### src/rtl/aabb_ppt_pkg.sv
`timescale 1ns / 1ps

package aabb_ppt_pkg;

  // coordinate width; half-extents and the cutoff are one bit narrower
  localparam int CW   = 32;
  localparam int HW   = CW - 1;
  localparam int CUTW = CW - 1;
  // center difference and min/max bounds need one extra bit
  localparam int DW   = CW + 1;
  // clamped separation is at most 2^CW, so DW unsigned bits
  localparam int SEPW = DW;
  localparam int SQW  = 2 * SEPW;
  // sum of three squares
  localparam int SUMW = SQW + 2;
  localparam int CSQW = 2 * CUTW;
  localparam int NAX  = 3;

  // after the separation stages
  typedef struct packed {
    logic                      valid;
    logic                      overlap;
    logic                      contains;
    logic [NAX-1:0][SEPW-1:0]  sep;
  } sep_stage_t;

  // after the squaring stage
  typedef struct packed {
    logic                      valid;
    logic                      overlap;
    logic                      contains;
    logic [NAX-1:0][SQW-1:0]   sq;
    logic [CSQW-1:0]           cut_sq;
  } sq_stage_t;

  // final flags
  typedef struct packed {
    logic valid;
    logic in_cut;
    logic overlap;
    logic contains;
  } res_t;

endpackage

### src/rtl/aabb_ppt_reduce.sv
`timescale 1ns / 1ps

module aabb_ppt_reduce (
  input  logic                      clk,
  input  logic                      rst_n,
  input  aabb_ppt_pkg::sq_stage_t   sq_i,
  output aabb_ppt_pkg::res_t        res_o
);

  localparam int SUMW = aabb_ppt_pkg::SUMW;
  localparam int SQW  = aabb_ppt_pkg::SQW;
  localparam int CSQW = aabb_ppt_pkg::CSQW;

  // stage 4: sum of squares
  logic                    s4_valid_r;
  logic                    s4_overlap_r;
  logic                    s4_contains_r;
  logic [SUMW-1:0]         sum_nxt, sum_r;
  logic [CSQW-1:0]         cut_sq_r;

  // stage 5: compare and output
  aabb_ppt_pkg::res_t      res_nxt, res_r;

  always_comb begin
    sum_nxt = {{(SUMW-SQW){1'b0}}, sq_i.sq[0]} +
              {{(SUMW-SQW){1'b0}}, sq_i.sq[1]} +
              {{(SUMW-SQW){1'b0}}, sq_i.sq[2]};
  end

  always_ff @(posedge clk) begin
    if (!rst_n) begin
      s4_valid_r <= 1'b0;
    end else begin
      s4_valid_r <= sq_i.valid;
    end
  end

  always_ff @(posedge clk) begin
    s4_overlap_r  <= sq_i.overlap;
    s4_contains_r <= sq_i.contains;
    sum_r         <= sum_nxt;
    cut_sq_r      <= sq_i.cut_sq;
  end

  always_comb begin
    res_nxt.valid    = s4_valid_r;
    res_nxt.in_cut   = sum_r <= {{(SUMW-CSQW){1'b0}}, cut_sq_r};
    res_nxt.overlap  = s4_overlap_r;
    res_nxt.contains = s4_contains_r;
  end

  always_ff @(posedge clk) begin
    if (!rst_n) begin
      res_r.valid <= 1'b0;
    end else begin
      res_r.valid <= res_nxt.valid;
    end
  end

  always_ff @(posedge clk) begin
    res_r.in_cut   <= res_nxt.in_cut;
    res_r.overlap  <= res_nxt.overlap;
    res_r.contains <= res_nxt.contains;
  end

  assign res_o = res_r;

endmodule

### config.mk
export PLATFORM = sky130hd
export DESIGN_NAME = aabb_ppt_reduce
export DESIGN_NICKNAME = d
export VERILOG_FILES = /design/src/rtl/aabb_ppt_pkg.sv /design/src/rtl/aabb_ppt_reduce.sv
export SDC_FILE = /design/constraint.sdc
export NUM_CORES = 1
export LEC_CHECK = 0
export BUFFER_PORTS_ARGS = -buffer_cell sky130_fd_sc_hd__buf_4
export CORE_AREA = 2 2 171 173
export DETAILED_ROUTE_END_ITERATION = 12
export DIE_AREA = 0 0 173 175
export HOLD_SLACK_MARGIN = 0.15
export PLACE_DENSITY_LB_ADDON = 0.3
export SLEW_MARGIN = 20
export SYNTH_ARGS = -nofsm -noshare
export SYNTH_HDL_FRONTEND = slang
export SYNTH_SLANG_ARGS = --single-unit
### constraint.sdc
create_clock -name clk -period 4.15 [get_ports clk]
set_input_delay 0.415 -clock clk [delete_from_list [all_inputs] [get_ports clk]]
set_output_delay 0.415 -clock clk [all_outputs]
set_load 0.02 [all_outputs]
# Word-level counts from Yosys, hierarchy flattened

Cells that the tools add are included.

Register bits after elaboration: 137
Input bits: 265
Output and inout bits: 4
Word-level logic and storage cells: 12

Add/sub/neg operators: 2
Order comparisons: 1

Operators with widths:

| operator                                         | number |
|---|---|
| 67-bit by 66-bit adder with 68-bit output        | 1 |
| 68-bit by 62-bit <= comparator with 1-bit output | 1 |
| 66-bit by 66-bit adder with 67-bit output        | 1 |

# Logic depth before layout (Yosys ltp)

Depth in word-level cells: 2
Gate-level depth with buffers: 14
Mapped depth without buffers: 14

# Worst setup path before layout

OpenSTA, ideal clock, no wires.

Path type: in2reg
Start point: input port sq_i[63] (netlist bit)
End point: register sum_r[63]
Setup time: 125 ps
Arrival: 2973 ps
Data required time: 4025 ps
Slack: 1053 ps
Stages on the path: 12
Buffers on the path: 0
Cells stage by stage: fa_1 ha_1 inv_1 fa_1 nand2b_1 a21oi_1 o21ai_1 o21a_1 o2111a_2 nor3_2 o22ai_1 xnor2_1

Longest elaborated chain between the ends: 2

Ends and longest elaborated chain:

| item                                      | RTL line              | RTL |
|---|---|---|
| start: declaration                        | aabb_ppt_reduce.sv:6  | `input aabb_ppt_pkg::sq_stage_t sq_i,` |
| 66-bit by 66-bit adder with 67-bit output | aabb_ppt_reduce.sv:25 | `sum_nxt = {{(SUMW-SQW){1'b0}}, sq_i.sq[0]} +` |
| 67-bit by 66-bit adder with 68-bit output | aabb_ppt_reduce.sv:26 | `{{(SUMW-SQW){1'b0}}, sq_i.sq[1]} +` |
| net sum_nxt[63]                           | aabb_ppt_reduce.sv:18 | `logic [SUMW-1:0] sum_nxt, sum_r;` |
| end signal: assignment                    | aabb_ppt_reduce.sv:41 | `sum_r <= sum_nxt;` |
| end: declaration                          | aabb_ppt_reduce.sv:18 |  |

The timed path passes the listed nets, and every way through them passes these cells.
A chain may end at the register's enable or synchronous reset.

# Worst setup path in the final report

Start point: input port sq_i[63] (netlist bit)
End point: register sum_r[57]

Same word-level chain as after synthesis.

==> impl_metrics.env <==
export IMPL_status="finished clean"
export IMPL_ys_warn_count=0
export IMPL_synth_xor_xnor_area_share_pct=5.15
export IMPL_portBuffers=268
export IMPL_hpwl_um=22700
export IMPL_powerDensity_mw_per_mm2=449
export IMPL_root_buffer="clkbuf_16"
export IMPL_place_congestion=0.894
export IMPL_synth_compound_area_share_pct=19.8
export IMPL_cts_sinks=137
export IMPL_crit_path_start_kind="input port"
export IMPL_track_usage_pct=18.3
export IMPL_synth_edff_count=0
export IMPL_synth_cells=1051
export IMPL_path_max_fanout=6
export IMPL_rr_endpoint="res_o[2]"
export IMPL_synthAdderAreaFrac_pct=29.7
export IMPL_final_area_mm2=0.0135
export IMPL_maxCapViolations=0
export IMPL_path_class="in2reg"
export IMPL_vdd_drop_max_mv=0.262
export IMPL_period_share_pct=80.3
export IMPL_totalWireLength_um=27300
export IMPL_worstRegToRegCells=10
export IMPL_syn_num_nets=1510
export IMPL_drc=0
export IMPL_fp_dieH_um=175
export IMPL_start_util_pct=34.8
export IMPL_hold_violations=0
export IMPL_holdPathEnd="res_o[3]"
export IMPL_antenna_found_initial=0
export IMPL_r2r_start="cut_sq_r[18]"
export IMPL_yosys_area_top_type="dfxtp_1"
export IMPL_grt_pass1_vias=9192
export IMPL_grt_first_pass_wirelength_um=44900
export IMPL_coreArea_mm2=0.0284
export IMPL_die_x_um=173
export IMPL_cts_max_level=4
export IMPL_cts_buffer_depth=2
export IMPL_yosysMostFrequentCell="dfxtp_1"
export IMPL_max_slew_margin_rel_pct=47.2
export IMPL_whs_path_depth=2
export IMPL_drt_iter0_markers=361
export IMPL_fmax_mhz=300
export IMPL_synthFlopType="dfxtp_1"
export IMPL_tns_ns=0
export IMPL_clock_latency_ns=0.42
export IMPL_design_die_area_mm2=0.0303
export IMPL_cts_buffers=17
export IMPL_p_total_uw=6050
export IMPL_layout_min_cycle_time_ns=3.33
export IMPL_r2r_slack_ns=1.75
export IMPL_placed_area_mm2=0.0122
export IMPL_worstHoldStart="rst_n"
export IMPL_synthMuxAreaShare_pct=0.418
export IMPL_synthTopCellsByArea="dfxtp_1, ha_1, fa_1"
export IMPL_pin_count=269
export IMPL_p_leak_uw=0.00637
export IMPL_ys_types=72
export IMPL_netlist_area_mm2=0.00987
export IMPL_synth_common_cells="dfxtp_1, ha_1, a21oi_1"
export IMPL_setup_worst_path_start="sq_i[63]"
export IMPL_detail_route_antenna_nets=0
export IMPL_yosysTopAreaCellShare_pct=27.8
export IMPL_vias=8867
export IMPL_drive_gt1_share_pct=23.5
export IMPL_async_flop_share_pct=0
export IMPL_rows=62
export IMPL_synth_avg_cell_area_um2=9.39
export IMPL_setup_viol=0
export IMPL_seq_area_frac_synth_pct=27.8
export IMPL_crit_required_ns=4.47
export IMPL_ys_seq_elements=137
export IMPL_critPathCaptureType="flip-flop"
export IMPL_nets=1835
export IMPL_routed_via_density=5.00
export IMPL_synth_simple_area_share_pct=12.5
export IMPL_fillCellCount=2783
export IMPL_slew_viol_final=0
export IMPL_overflow=0
export IMPL_grt_max_degree=17
export IMPL_routedWlPerCell_um=15.4
export IMPL_hold_path_class="in2reg"
export IMPL_finClkSkew_ns=0.0104
export IMPL_cts_tree="done"
export IMPL_tightest_slew_ns=0.787
export IMPL_drt_pass1_iterations=5
export IMPL_areaGrowthSynthToFinish_pct=36.5
export IMPL_arrival_ns=3.65
export IMPL_synth_top_family_by_area="adder cells"
export IMPL_clkSlewWorstSetupHoldPaths_ns=0.06
export IMPL_rsz0062_at_grt="false"
flip-flops by register name, summed over array words and instances (netlist names):
name and flops:
cut_sq_r 62, res_o 4, s4_contains_r 1, s4_overlap_r 1
s4_valid_r 1, sum_r 68
final cells by class:
cell class / instances / area, um^2 / share of cell area, %
clock buffer: 18 / 439 / 3.26
tap: 384 / 480 / 3.57
antenna: 2 / 5.00 / 0.0371
clock inverter: 14 / 149 / 1.10
multi-input combinational: 799 / 6670 / 49.5
inverter: 88 / 330 / 2.45
timing repair buffer: 333 / 2660 / 19.7
sequential: 137 / 2740 / 20.4
repair_timing:
action,in CTS,in global routing
hold buffers,64,0
endpoints found under the hold margin,64,0
gates resized for setup,0,0
setup buffers,0,0
kinds of logic (layout without fill, tap and decap cells):
logic type,count (synthesis),count (layout)
muxes,4,4
xor gates and xnor gates,58,58
and+or+nand+nor,239,239
DFF,137,137
AOI/OAI and AO/OA,304,304
adders and majority gates,194,194
other,0,2
buffers and inverters,115,453
routing by layer:
metal / GRT usage (%) / wire, um / vias to the layer above
li1: - / - / 4393
met1: 23.5 / 12200 / 4157
met4: 4.66 / 424 / 0
met2: 31.2 / 13100 / 282
met5: 0 / 0 / -
met3: 4.00 / 1570 / 35
metrics by stage:
stage	worst slack (ns)	hold slack (ns)	cells	utilization (%)
finish	0.819	0.209	1775	47.5
global route	0.653	0.208	1773	47.4
CTS	0.868	0.189	1773	47.4
global placement	0.466	0.311	1677	43.1
floorplan	1.05	0.310	1051	-
detailed placement	0.487	0.316	1677	43.1
how the worst max path moves through the flow:
stage / end / cells after the start
6_report: sum_r[57] / 13
5_1_grt: sum_r[57] / 13
4_1_cts: sum_r[57] / 13
3_5_place_dp: sum_r[57] / 13
3_3_place_gp: sum_r[57] / 13
2_1_floorplan: sum_r[63] / 12
worst max-delay path, cell delays in order:
cell,delay (ns)
buf_4,0.11
fa_1,0.57
ha_1,0.17
inv_1,0.05
fa_1,0.40
nand2b_1,0.18
a21oi_1,0.28
o211ai_1,0.17
nand3_1,0.23
o21ai_2,0.19
o211ai_1,0.44
o31ai_1,0.18
xnor2_1,0.25
power by group:
group / internal [uW] / switching [uW] / total [uW]
combinational: 1240 / 1480 / 2730
sequential: 1690 / 129 / 1820
clock: 901 / 603 / 1500
total: 3830 / 2220 / 6050
cells in the final DEF, fill, tap and decap left out, types with 10 or more instances in the layout:
master	n
dfxtp_1	137
clkbuf_16	17
o21bai_1	10
ha_1	127
o21ai_1	15
o21ai_0	44
nand4_1	37
inv_1	88
nand2_1	60
buf_4	269
fa_1	67
dlygate4sd3_1	64
nor2_1	48
nor3_1	20
o21a_1	10
a21oi_1	107
xor2_1	18
a21o_1	52
nand3_1	16
xnor2_1	40
o211ai_1	12
nor2b_1	11
(Power assumes the default switching activity.)
