==> config.mk <==
export PLATFORM = sky130hd
export DESIGN_NAME = aabb_ppt_front
export DESIGN_NICKNAME = d
export VERILOG_FILES = /design/src/rtl/aabb_ppt_pkg.sv /design/src/rtl/aabb_ppt_front.sv
export SDC_FILE = /design/constraint.sdc
export NUM_CORES = 2
export LEC_CHECK = 0
export ABC_CLOCK_PERIOD_IN_PS = 7100
export BUFFER_PORTS_ARGS = -buffer_cell sky130_fd_sc_hd__buf_2
export CORE_MARGIN = 1
export CORE_UTILIZATION = 60
export CTS_CLUSTER_SIZE = 20
export DETAILED_ROUTE_END_ITERATION = 10
export MAX_ROUTING_LAYER = met4
export PLACE_DENSITY = 0.79
export SLEW_MARGIN = 20
export SYNTH_ARGS = -nofsm -noshare
export SYNTH_HDL_FRONTEND = slang
export SYNTH_SLANG_ARGS = --single-unit
==> constraint.sdc <==
create_clock -name clk -period 7.1 [get_ports clk]
set_clock_uncertainty 0.15 [all_clocks]
set_input_delay 2.13 -clock clk [delete_from_list [all_inputs] [get_ports clk]]
set_output_delay 2.13 -clock clk [all_outputs]
set_load 0.05 [all_outputs]
==> src/rtl/aabb_ppt_pkg.sv <==
`timescale 1ns / 1ps

package aabb_ppt_pkg;

  // coordinate width; half-extents and the cutoff are one bit narrower
  localparam int CW   = 32;
  localparam int HW   = CW - 1;
  localparam int CUTW = CW - 1;
  // center difference and min/max bounds need one extra bit
  localparam int DW   = CW + 1;
  // clamped separation is at most 2^CW, so DW unsigned bits
  localparam int SEPW = DW;
  localparam int SQW  = 2 * SEPW;
  // sum of three squares
  localparam int SUMW = SQW + 2;
  localparam int CSQW = 2 * CUTW;
  localparam int NAX  = 3;

  // after the separation stages
  typedef struct packed {
    logic                      valid;
    logic                      overlap;
    logic                      contains;
    logic [NAX-1:0][SEPW-1:0]  sep;
  } sep_stage_t;

  // after the squaring stage
  typedef struct packed {
    logic                      valid;
    logic                      overlap;
    logic                      contains;
    logic [NAX-1:0][SQW-1:0]   sq;
    logic [CSQW-1:0]           cut_sq;
  } sq_stage_t;

  // final flags
  typedef struct packed {
    logic valid;
    logic in_cut;
    logic overlap;
    logic contains;
  } res_t;

endpackage

==> src/rtl/aabb_ppt_front.sv <==
`timescale 1ns / 1ps

module aabb_ppt_front (
  input  logic                                                      clk,
  input  logic                                                      rst_n,
  input  logic                                                      in_valid,
  input  logic [aabb_ppt_pkg::NAX-1:0][aabb_ppt_pkg::CW-1:0]        ca,
  input  logic [aabb_ppt_pkg::NAX-1:0][aabb_ppt_pkg::HW-1:0]        ha,
  input  logic [aabb_ppt_pkg::NAX-1:0][aabb_ppt_pkg::CW-1:0]        cb,
  input  logic [aabb_ppt_pkg::NAX-1:0][aabb_ppt_pkg::HW-1:0]        hb,
  output aabb_ppt_pkg::sep_stage_t                                  sep_o
);

  localparam int DW  = aabb_ppt_pkg::DW;
  localparam int CW  = aabb_ppt_pkg::CW;
  localparam int NAX = aabb_ppt_pkg::NAX;

  // sign / zero extended operands
  logic [NAX-1:0][DW-1:0] ca_ext, cb_ext, ha_ext, hb_ext;

  // stage 1: differences, half-extent sums, box bounds
  logic                   s1_valid_r;
  logic [NAX-1:0][DW-1:0] dpos_nxt, dpos_r, dneg_nxt, dneg_r;
  logic [NAX-1:0][CW-1:0] hsum_nxt, hsum_r;
  logic [NAX-1:0][DW-1:0] amin_nxt, amin_r, bmin_nxt, bmin_r;
  logic [NAX-1:0][DW-1:0] amax_nxt, amax_r, bmax_nxt, bmax_r;

  // stage 2: separation and flags
  logic [NAX-1:0][DW:0]   diff;
  logic [NAX-1:0][DW-1:0] mag;
  logic [NAX-1:0]         pos;
  logic [NAX-1:0]         cont;
  aabb_ppt_pkg::sep_stage_t sep_nxt, sep_r;

  always_comb begin
    for (int i = 0; i < NAX; i++) begin
      ca_ext[i]   = {ca[i][CW-1], ca[i]};
      cb_ext[i]   = {cb[i][CW-1], cb[i]};
      ha_ext[i]   = {2'b00, ha[i]};
      hb_ext[i]   = {2'b00, hb[i]};
      dpos_nxt[i] = ca_ext[i] - cb_ext[i];
      dneg_nxt[i] = cb_ext[i] - ca_ext[i];
      hsum_nxt[i] = {1'b0, ha[i]} + {1'b0, hb[i]};
      amin_nxt[i] = ca_ext[i] - ha_ext[i];
      bmin_nxt[i] = cb_ext[i] - hb_ext[i];
      amax_nxt[i] = ca_ext[i] + ha_ext[i];
      bmax_nxt[i] = cb_ext[i] + hb_ext[i];
    end
  end

  always_ff @(posedge clk) begin
    if (!rst_n) begin
      s1_valid_r <= 1'b0;
    end else begin
      s1_valid_r <= in_valid;
    end
  end

  always_ff @(posedge clk) begin
    dpos_r <= dpos_nxt;
    dneg_r <= dneg_nxt;
    hsum_r <= hsum_nxt;
    amin_r <= amin_nxt;
    bmin_r <= bmin_nxt;
    amax_r <= amax_nxt;
    bmax_r <= bmax_nxt;
  end

  // |ca - cb| - ha - hb, clamped at zero; containment per axis
  always_comb begin
    for (int i = 0; i < NAX; i++) begin
      mag[i]  = dpos_r[i][DW-1] ? dneg_r[i] : dpos_r[i];
      diff[i] = {1'b0, mag[i]} - {2'b00, hsum_r[i]};
      pos[i]  = !diff[i][DW] && (diff[i] != '0);
      cont[i] = ($signed(amin_r[i]) <= $signed(bmin_r[i])) &&
                ($signed(amax_r[i]) >  $signed(bmax_r[i]));
    end
    sep_nxt.valid    = s1_valid_r;
    sep_nxt.overlap  = ~|pos;
    sep_nxt.contains = &cont;
    for (int i = 0; i < NAX; i++) begin
      sep_nxt.sep[i] = pos[i] ? diff[i][DW-1:0] : '0;
    end
  end

  always_ff @(posedge clk) begin
    if (!rst_n) begin
      sep_r.valid <= 1'b0;
    end else begin
      sep_r.valid <= sep_nxt.valid;
    end
  end

  always_ff @(posedge clk) begin
    sep_r.overlap  <= sep_nxt.overlap;
    sep_r.contains <= sep_nxt.contains;
    sep_r.sep      <= sep_nxt.sep;
  end

  assign sep_o = sep_r;

endmodule

## After elaboration in Yosys (flattened, before gate mapping)

Cells that the tools add are included.
W data, S select, Z words.

- Reduce and logical (&&, ||, !) cells: 15
- $add $sub $neg: 24
- Muxes and demuxes: 3
- Order comparisons: 6

Operators by type and width:

| cell | number |
|---|---|
| $sub A32 B32 Y33 | 12 |
| $add A32 B32 Y33 | 6 |
| $reduce_bool A34 Y1 | 3 |
| $sub A33 B32 Y34 | 3 |
| $gt A33 B33 Y1 | 3 |
| $le A33 B33 Y1 | 3 |
| $mux W33 | 3 |
| $add A31 B31 Y32 | 3 |
| $logic_and A1 B1 Y1 | 6 |
| $logic_not A1 Y1 | 4 |
| $reduce_and A3 Y1 | 1 |
| $reduce_or A3 Y1 | 1 |

- Output and inout bits: 102
- Register bits: 793
- Input bits: 381

## Longest topological paths before layout

- Depth after elaboration: 6
- Depth in mapped cells: 17
- Gate-level depth less buffers: 15

## Least setup slack after synthesis

No wires, ideal clock.

- Kind: input to register
- Start point: input port ha[13] in the netlist's numbering
- End point: register amax_r[32] in the netlist's numbering
- Slack: 1.653 ns
- Path buffers: 1
- Required time: 6.826 ns
- Arrival time: 5.174 ns
- Cell stages on the path: 14
- Cell sequence: inv_1 -> ha_1 -> buf_2 -> or4_4 -> or3_1 -> a211o_1 -> and3_4 -> or4_1 -> a31oi_1 -> o2111ai_1 -> nand3_1 -> a31oi_1 -> o21bai_2 -> a211oi_1

RTL lines:

| item | line | RTL |
|---|---|---|
| start, declared | aabb_ppt_front.sv:8 | `input logic [aabb_ppt_pkg::NAX-1:0][aabb_ppt_pkg::HW-1:0] ha,` |
| end signal, assigned | aabb_ppt_front.sv:65 | `amax_r <= amax_nxt;` |
| end, declared | aabb_ppt_front.sv:26 | `logic [NAX-1:0][DW-1:0] amax_nxt, amax_r, bmax_nxt, bmax_r;` |

## Final worst setup path

- Start point: register dpos_r[32] in the netlist's numbering
- End point: register sep_r, in the netlist sep_o[25]

- Word-level cells in the longest chain between the ends: 4
- Elaborated cells on any way between the ends: 5
- Classes of those cells: add/sub: 1; mux: 1; reduce/logical: 3

Ends and longest elaborated chain:

| item | line | RTL |
|---|---|---|
| start, declared | aabb_ppt_front.sv:23 | `logic [NAX-1:0][DW-1:0] dpos_nxt, dpos_r, dneg_nxt, dneg_r;` |
| start signal, assigned | aabb_ppt_front.sv:60 | `dpos_r <= dpos_nxt;` |
| $mux W33 * | aabb_ppt_front.sv:72 | `mag[i] = dpos_r[i][DW-1] ? dneg_r[i] : dpos_r[i];` |
| $sub A33 B32 Y34 * | aabb_ppt_front.sv:73 | `diff[i] = {1'b0, mag[i]} - {2'b00, hsum_r[i]};` |
| $reduce_bool A34 Y1 or $logic_not A1 Y1 (tied branches) | aabb_ppt_front.sv:74 | `pos[i] = !diff[i][DW] && (diff[i] != '0);` |
| $logic_and A1 B1 Y1 | aabb_ppt_front.sv:74 |  |
| end, declared | aabb_ppt_front.sv:33 | `aabb_ppt_pkg::sep_stage_t sep_nxt, sep_r;` |

Mark *: on every way between the ends. The rest lies on a longest branch, timed or not.
A chain may end at the register's enable or synchronous reset.

==> results.sh <==
export IMPL_timing_worst_slew_pin_value_ps=1190
export IMPL_powerDensity_nw_per_um2=298
export IMPL_gpl_final_weighted_congestion=1.07
export IMPL_top_level_port_count=483
export IMPL_cap_viol_max_count=0
export IMPL_synth_async_sr_flop_share=0
export IMPL_die_boundary_height_um=324
export IMPL_part_of_the_power_in_the_clock_network=0.236
export IMPL_critPathBufInv=1
export IMPL_ff_latch_count_synth=784
export IMPL_placeableCoreArea_sq_um=102000
export IMPL_dominantRegCellSynth="sky130_fd_sc_hd__dfxtp_1"
export IMPL_timing_slew_headroom=0.185
export IMPL_post_synth_cell_area_avg_sq_um=8.05
export IMPL_clock_tree_buffer_depth=3
export IMPL_crit_path_start_kind="register"
export IMPL_dp_final_hpwl_mm=168
export IMPL_layout_setup_ws_ps=696
export IMPL_worstReg2RegStart="dpos_r[32]"
export IMPL_drt_antenna_violating_nets=0
export IMPL_synth_lib_cells_used_distinct=93
export IMPL_worst_hold_startpoint="s1_valid_r"
export IMPL_power_switching_share=0.420
export IMPL_insertion_delay_ps=700
export IMPL_min_period_over_period=0.902
export IMPL_critical_path_max_stage_delay_ps=850
export IMPL_nets=9471
export IMPL_max_vdd_ir_drop_v=0.000422
export IMPL_timing_critical_path_cells="buf_4 -> mux2_2 -> ha_1 -> nand2_1 -> a2111oi_0 -> o21ai_0 -> a21boi_0 -> o21ai_0 -> nor4_1 -> nand4_1 -> a2111oi_0 -> a21oi_2 -> and3_1"
export IMPL_post_cts_resize_count=0
export IMPL_setup_viol=0
export IMPL_detail_route_drc_violations=0
export IMPL_grt_setup_unrepaired="false"
export IMPL_cts_clk_slew_worst_paths_ps=60
export IMPL_postSynthCellCount=7735
export IMPL_worst_setup_path_end_kind="register"
export IMPL_synth_fp_nets=9094
export IMPL_finalCriticalPeriod_ps=6400
export IMPL_routed_wire_length_per_instance_um=21.3
export IMPL_synthesis_area_sq_um=62300
export IMPL_finalHoldViolations=0
export IMPL_critical_path_slowest_cell="sky130_fd_sc_hd__a2111oi_0"
export IMPL_globalRouteTotalUtil=0.388
export IMPL_number_of_global_route_vias_before_repair=54100
export IMPL_cts_buffers=88
export IMPL_combPwrFrac=0.475
export IMPL_die_w_um=324
export IMPL_layout_cell_area_non_filler_sq_um=69000
export IMPL_area_growth_syn_to_layout_pct=10.7
export IMPL_place_port_buffers=482
export IMPL_hold_path_end="sep_o[101]"
export IMPL_rows=117
export IMPL_total_leakage_power_nw=34.0
export IMPL_post_dp_cell_area_sq_um=65700
export IMPL_grt_pass1_wl_mm=306
export IMPL_vias=57400
export IMPL_worst_endpoint_data_arrival_time_ps=6840
export IMPL_wirelength_mm=204
export IMPL_path_max_fanout=23
export IMPL_clockRootBuffer="sky130_fd_sc_hd__clkbuf_16"
export IMPL_layout_common_cells="sky130_fd_sc_hd__inv_1 (984), sky130_fd_sc_hd__ha_1 (954), sky130_fd_sc_hd__dfxtp_1 (784)"
export IMPL_mostFrequentLayoutCell="sky130_fd_sc_hd__inv_1"
export IMPL_pre_cts_slack_ps=553
export IMPL_path_class="register to register"
export IMPL_detail_route_iter0_violations=5595
export IMPL_slew_violations=0
export IMPL_post_drt_via_cell_ratio=5.98
export IMPL_yosys_warnings=0
export IMPL_grt_ovfl_total=0
export IMPL_cts_post_setup_buffers_inserted=0
export IMPL_rr_worst_depth=13
export IMPL_worst_path_dominant_cell_family="compound AO/OA/AOI/OAI gates"
export IMPL_number_of_clock_sinks=784
export IMPL_die_area_sq_um=105000
export IMPL_ctsHtreeMaxLevel=3
export IMPL_cellInternalPower_w=0.0119
export IMPL_outcome="finished, final reports clean"
export IMPL_hold_path_cell_count=1
export IMPL_worstHoldPathType="register to register"
export IMPL_edff_count_synth=0
export IMPL_antenna_found_initial=51
export IMPL_power_switching_w=0.00863
export IMPL_start_util=0.609
export IMPL_postCtsHoldBufs=0
export IMPL_achievable_frequency_ghz=0.156
export IMPL_total_iterations_of_the_first_detailed_routing_run=6
export IMPL_tritoncts="yes"
export IMPL_power_share_sequential=0.288
export IMPL_worst_endpoint_required_ps=7530
export IMPL_largest_net_degree_at_the_start_of_global_routing=32
export IMPL_rrSetupSlack_ps=700
export IMPL_share_of_cells_above_drive_strength_1=0.102
export IMPL_totalNegativeSetupSlack_ps=0
export IMPL_timing_rr_end="sep_o[25]"
export IMPL_portion_of_the_post_synthesis_area_used_by_sequential_elements=0.252
## area by class of cell
cell class                 instances  area, sq um
antenna                           60          150
clock buffer                     112         2430
clock inverter                    49          626
fill                            8686        33400
inverter                         987         3700
multi-input combinational       5743        42000
sequential                       784        15700
tap                             1368         1710
timing repair buffer             508         2610
## per-layer routing
metal,wire length [um],vias up,GRT usage
met4,6910,0,0.134
li1,-,27600,-
met3,18100,356,0.0717
met1,91100,27000,0.516
met2,88300,2430,0.587
met5,0,-,-
## metrics by stage
| stage | cells | hold slack (ps) | utilization | power (W) |
|---|---|---|---|---|
| finish | 9611 | 297 | 0.674 | 0.0206 |
| global route | 9601 | 326 | 0.674 | 0.0217 |
| CTS | 9551 | 305 | 0.672 | 0.0204 |
| detailed placement | 9390 | 288 | 0.643 | 0.0154 |
| global placement | 9389 | 273 | 0.642 | 0.0152 |
| floorplan | 7735 | 262 | - | 0.0128 |
## kinds of logic (layout without fill, tap and decap cells)
group | count (synthesis) | count (layout) | share of synthesized area
buf+inv | 1208 | 1656 | 0.0731
simple gates | 1964 | 1964 | 0.156
mux | 123 | 123 | 0.0218
xor+xnor | 591 | 591 | 0.0831
fa+ha+maj | 978 | 978 | 0.199
flops | 784 | 784 | 0.252
other cells | 0 | 60 | 0
compound gates | 2087 | 2087 | 0.214
## worst register-to-register path, cell delays in order, from the launching register on
cell and delay, ps:
sky130_fd_sc_hd__dfxtp_1 740, sky130_fd_sc_hd__buf_4 420, sky130_fd_sc_hd__mux2_2 390, sky130_fd_sc_hd__ha_1 380
sky130_fd_sc_hd__nand2_1 150, sky130_fd_sc_hd__a2111oi_0 850, sky130_fd_sc_hd__o21ai_0 420, sky130_fd_sc_hd__a21boi_0 380
sky130_fd_sc_hd__o21ai_0 150, sky130_fd_sc_hd__nor4_1 740, sky130_fd_sc_hd__nand4_1 280, sky130_fd_sc_hd__a2111oi_0 530
sky130_fd_sc_hd__a21oi_2 410, sky130_fd_sc_hd__and3_1 310
## synth_stat cells (149+ instances only)
cell / number / area [sq um]
sky130_fd_sc_hd__dfxtp_1: 784 / 15700
sky130_fd_sc_hd__a21oi_1: 665 / 3330
sky130_fd_sc_hd__nand2_1: 344 / 1290
sky130_fd_sc_hd__o21ai_0: 399 / 2000
sky130_fd_sc_hd__ha_1: 954 / 11900
sky130_fd_sc_hd__nor3_1: 198 / 991
sky130_fd_sc_hd__xor2_1: 149 / 1310
sky130_fd_sc_hd__a21o_1: 269 / 2020
sky130_fd_sc_hd__inv_1: 984 / 3690
sky130_fd_sc_hd__nor2_1: 603 / 2260
sky130_fd_sc_hd__clkbuf_1: 204 / 766
sky130_fd_sc_hd__nor2b_1: 153 / 957
sky130_fd_sc_hd__xnor2_1: 442 / 3870
## worst max path at each step
stage | start | end | slack, ps | depth (start not counted)
floorplan | ha[13] | amax_r[32] | 1650 | 14
global placement | hb[32] | bmax_r[64] | 590 | 14
detailed placement | cb[34] | bmax_r[64] | 550 | 12
CTS | dpos_r[32] | sep_o[25] | 930 | 13
global route | dpos_r[32] | sep_o[25] | 500 | 13
finish | dpos_r[32] | sep_o[25] | 700 | 13
## registers in the layout, indices dropped and copies added, names as in the netlist
signal and cells:
sep_o 102, amax_r 99, bmax_r 99, amin_r 96
dneg_r 99, bmin_r 96, dpos_r 96, s1_valid_r 1
hsum_r 96
## power by group through the flow
stage / Clock [W] / Sequential, W / Combinational, W
2_1_floorplan: 0 / 0.00667 / 0.00610
3_3_place_gp: 0 / 0.00597 / 0.00928
3_5_place_dp: 0 / 0.00599 / 0.00946
4_1_cts: 0.00490 / 0.00591 / 0.00956
5_1_grt: 0.00507 / 0.00601 / 0.0106
6_report: 0.00486 / 0.00593 / 0.00978
No activity file was read; power rests on OpenSTA's default activity.
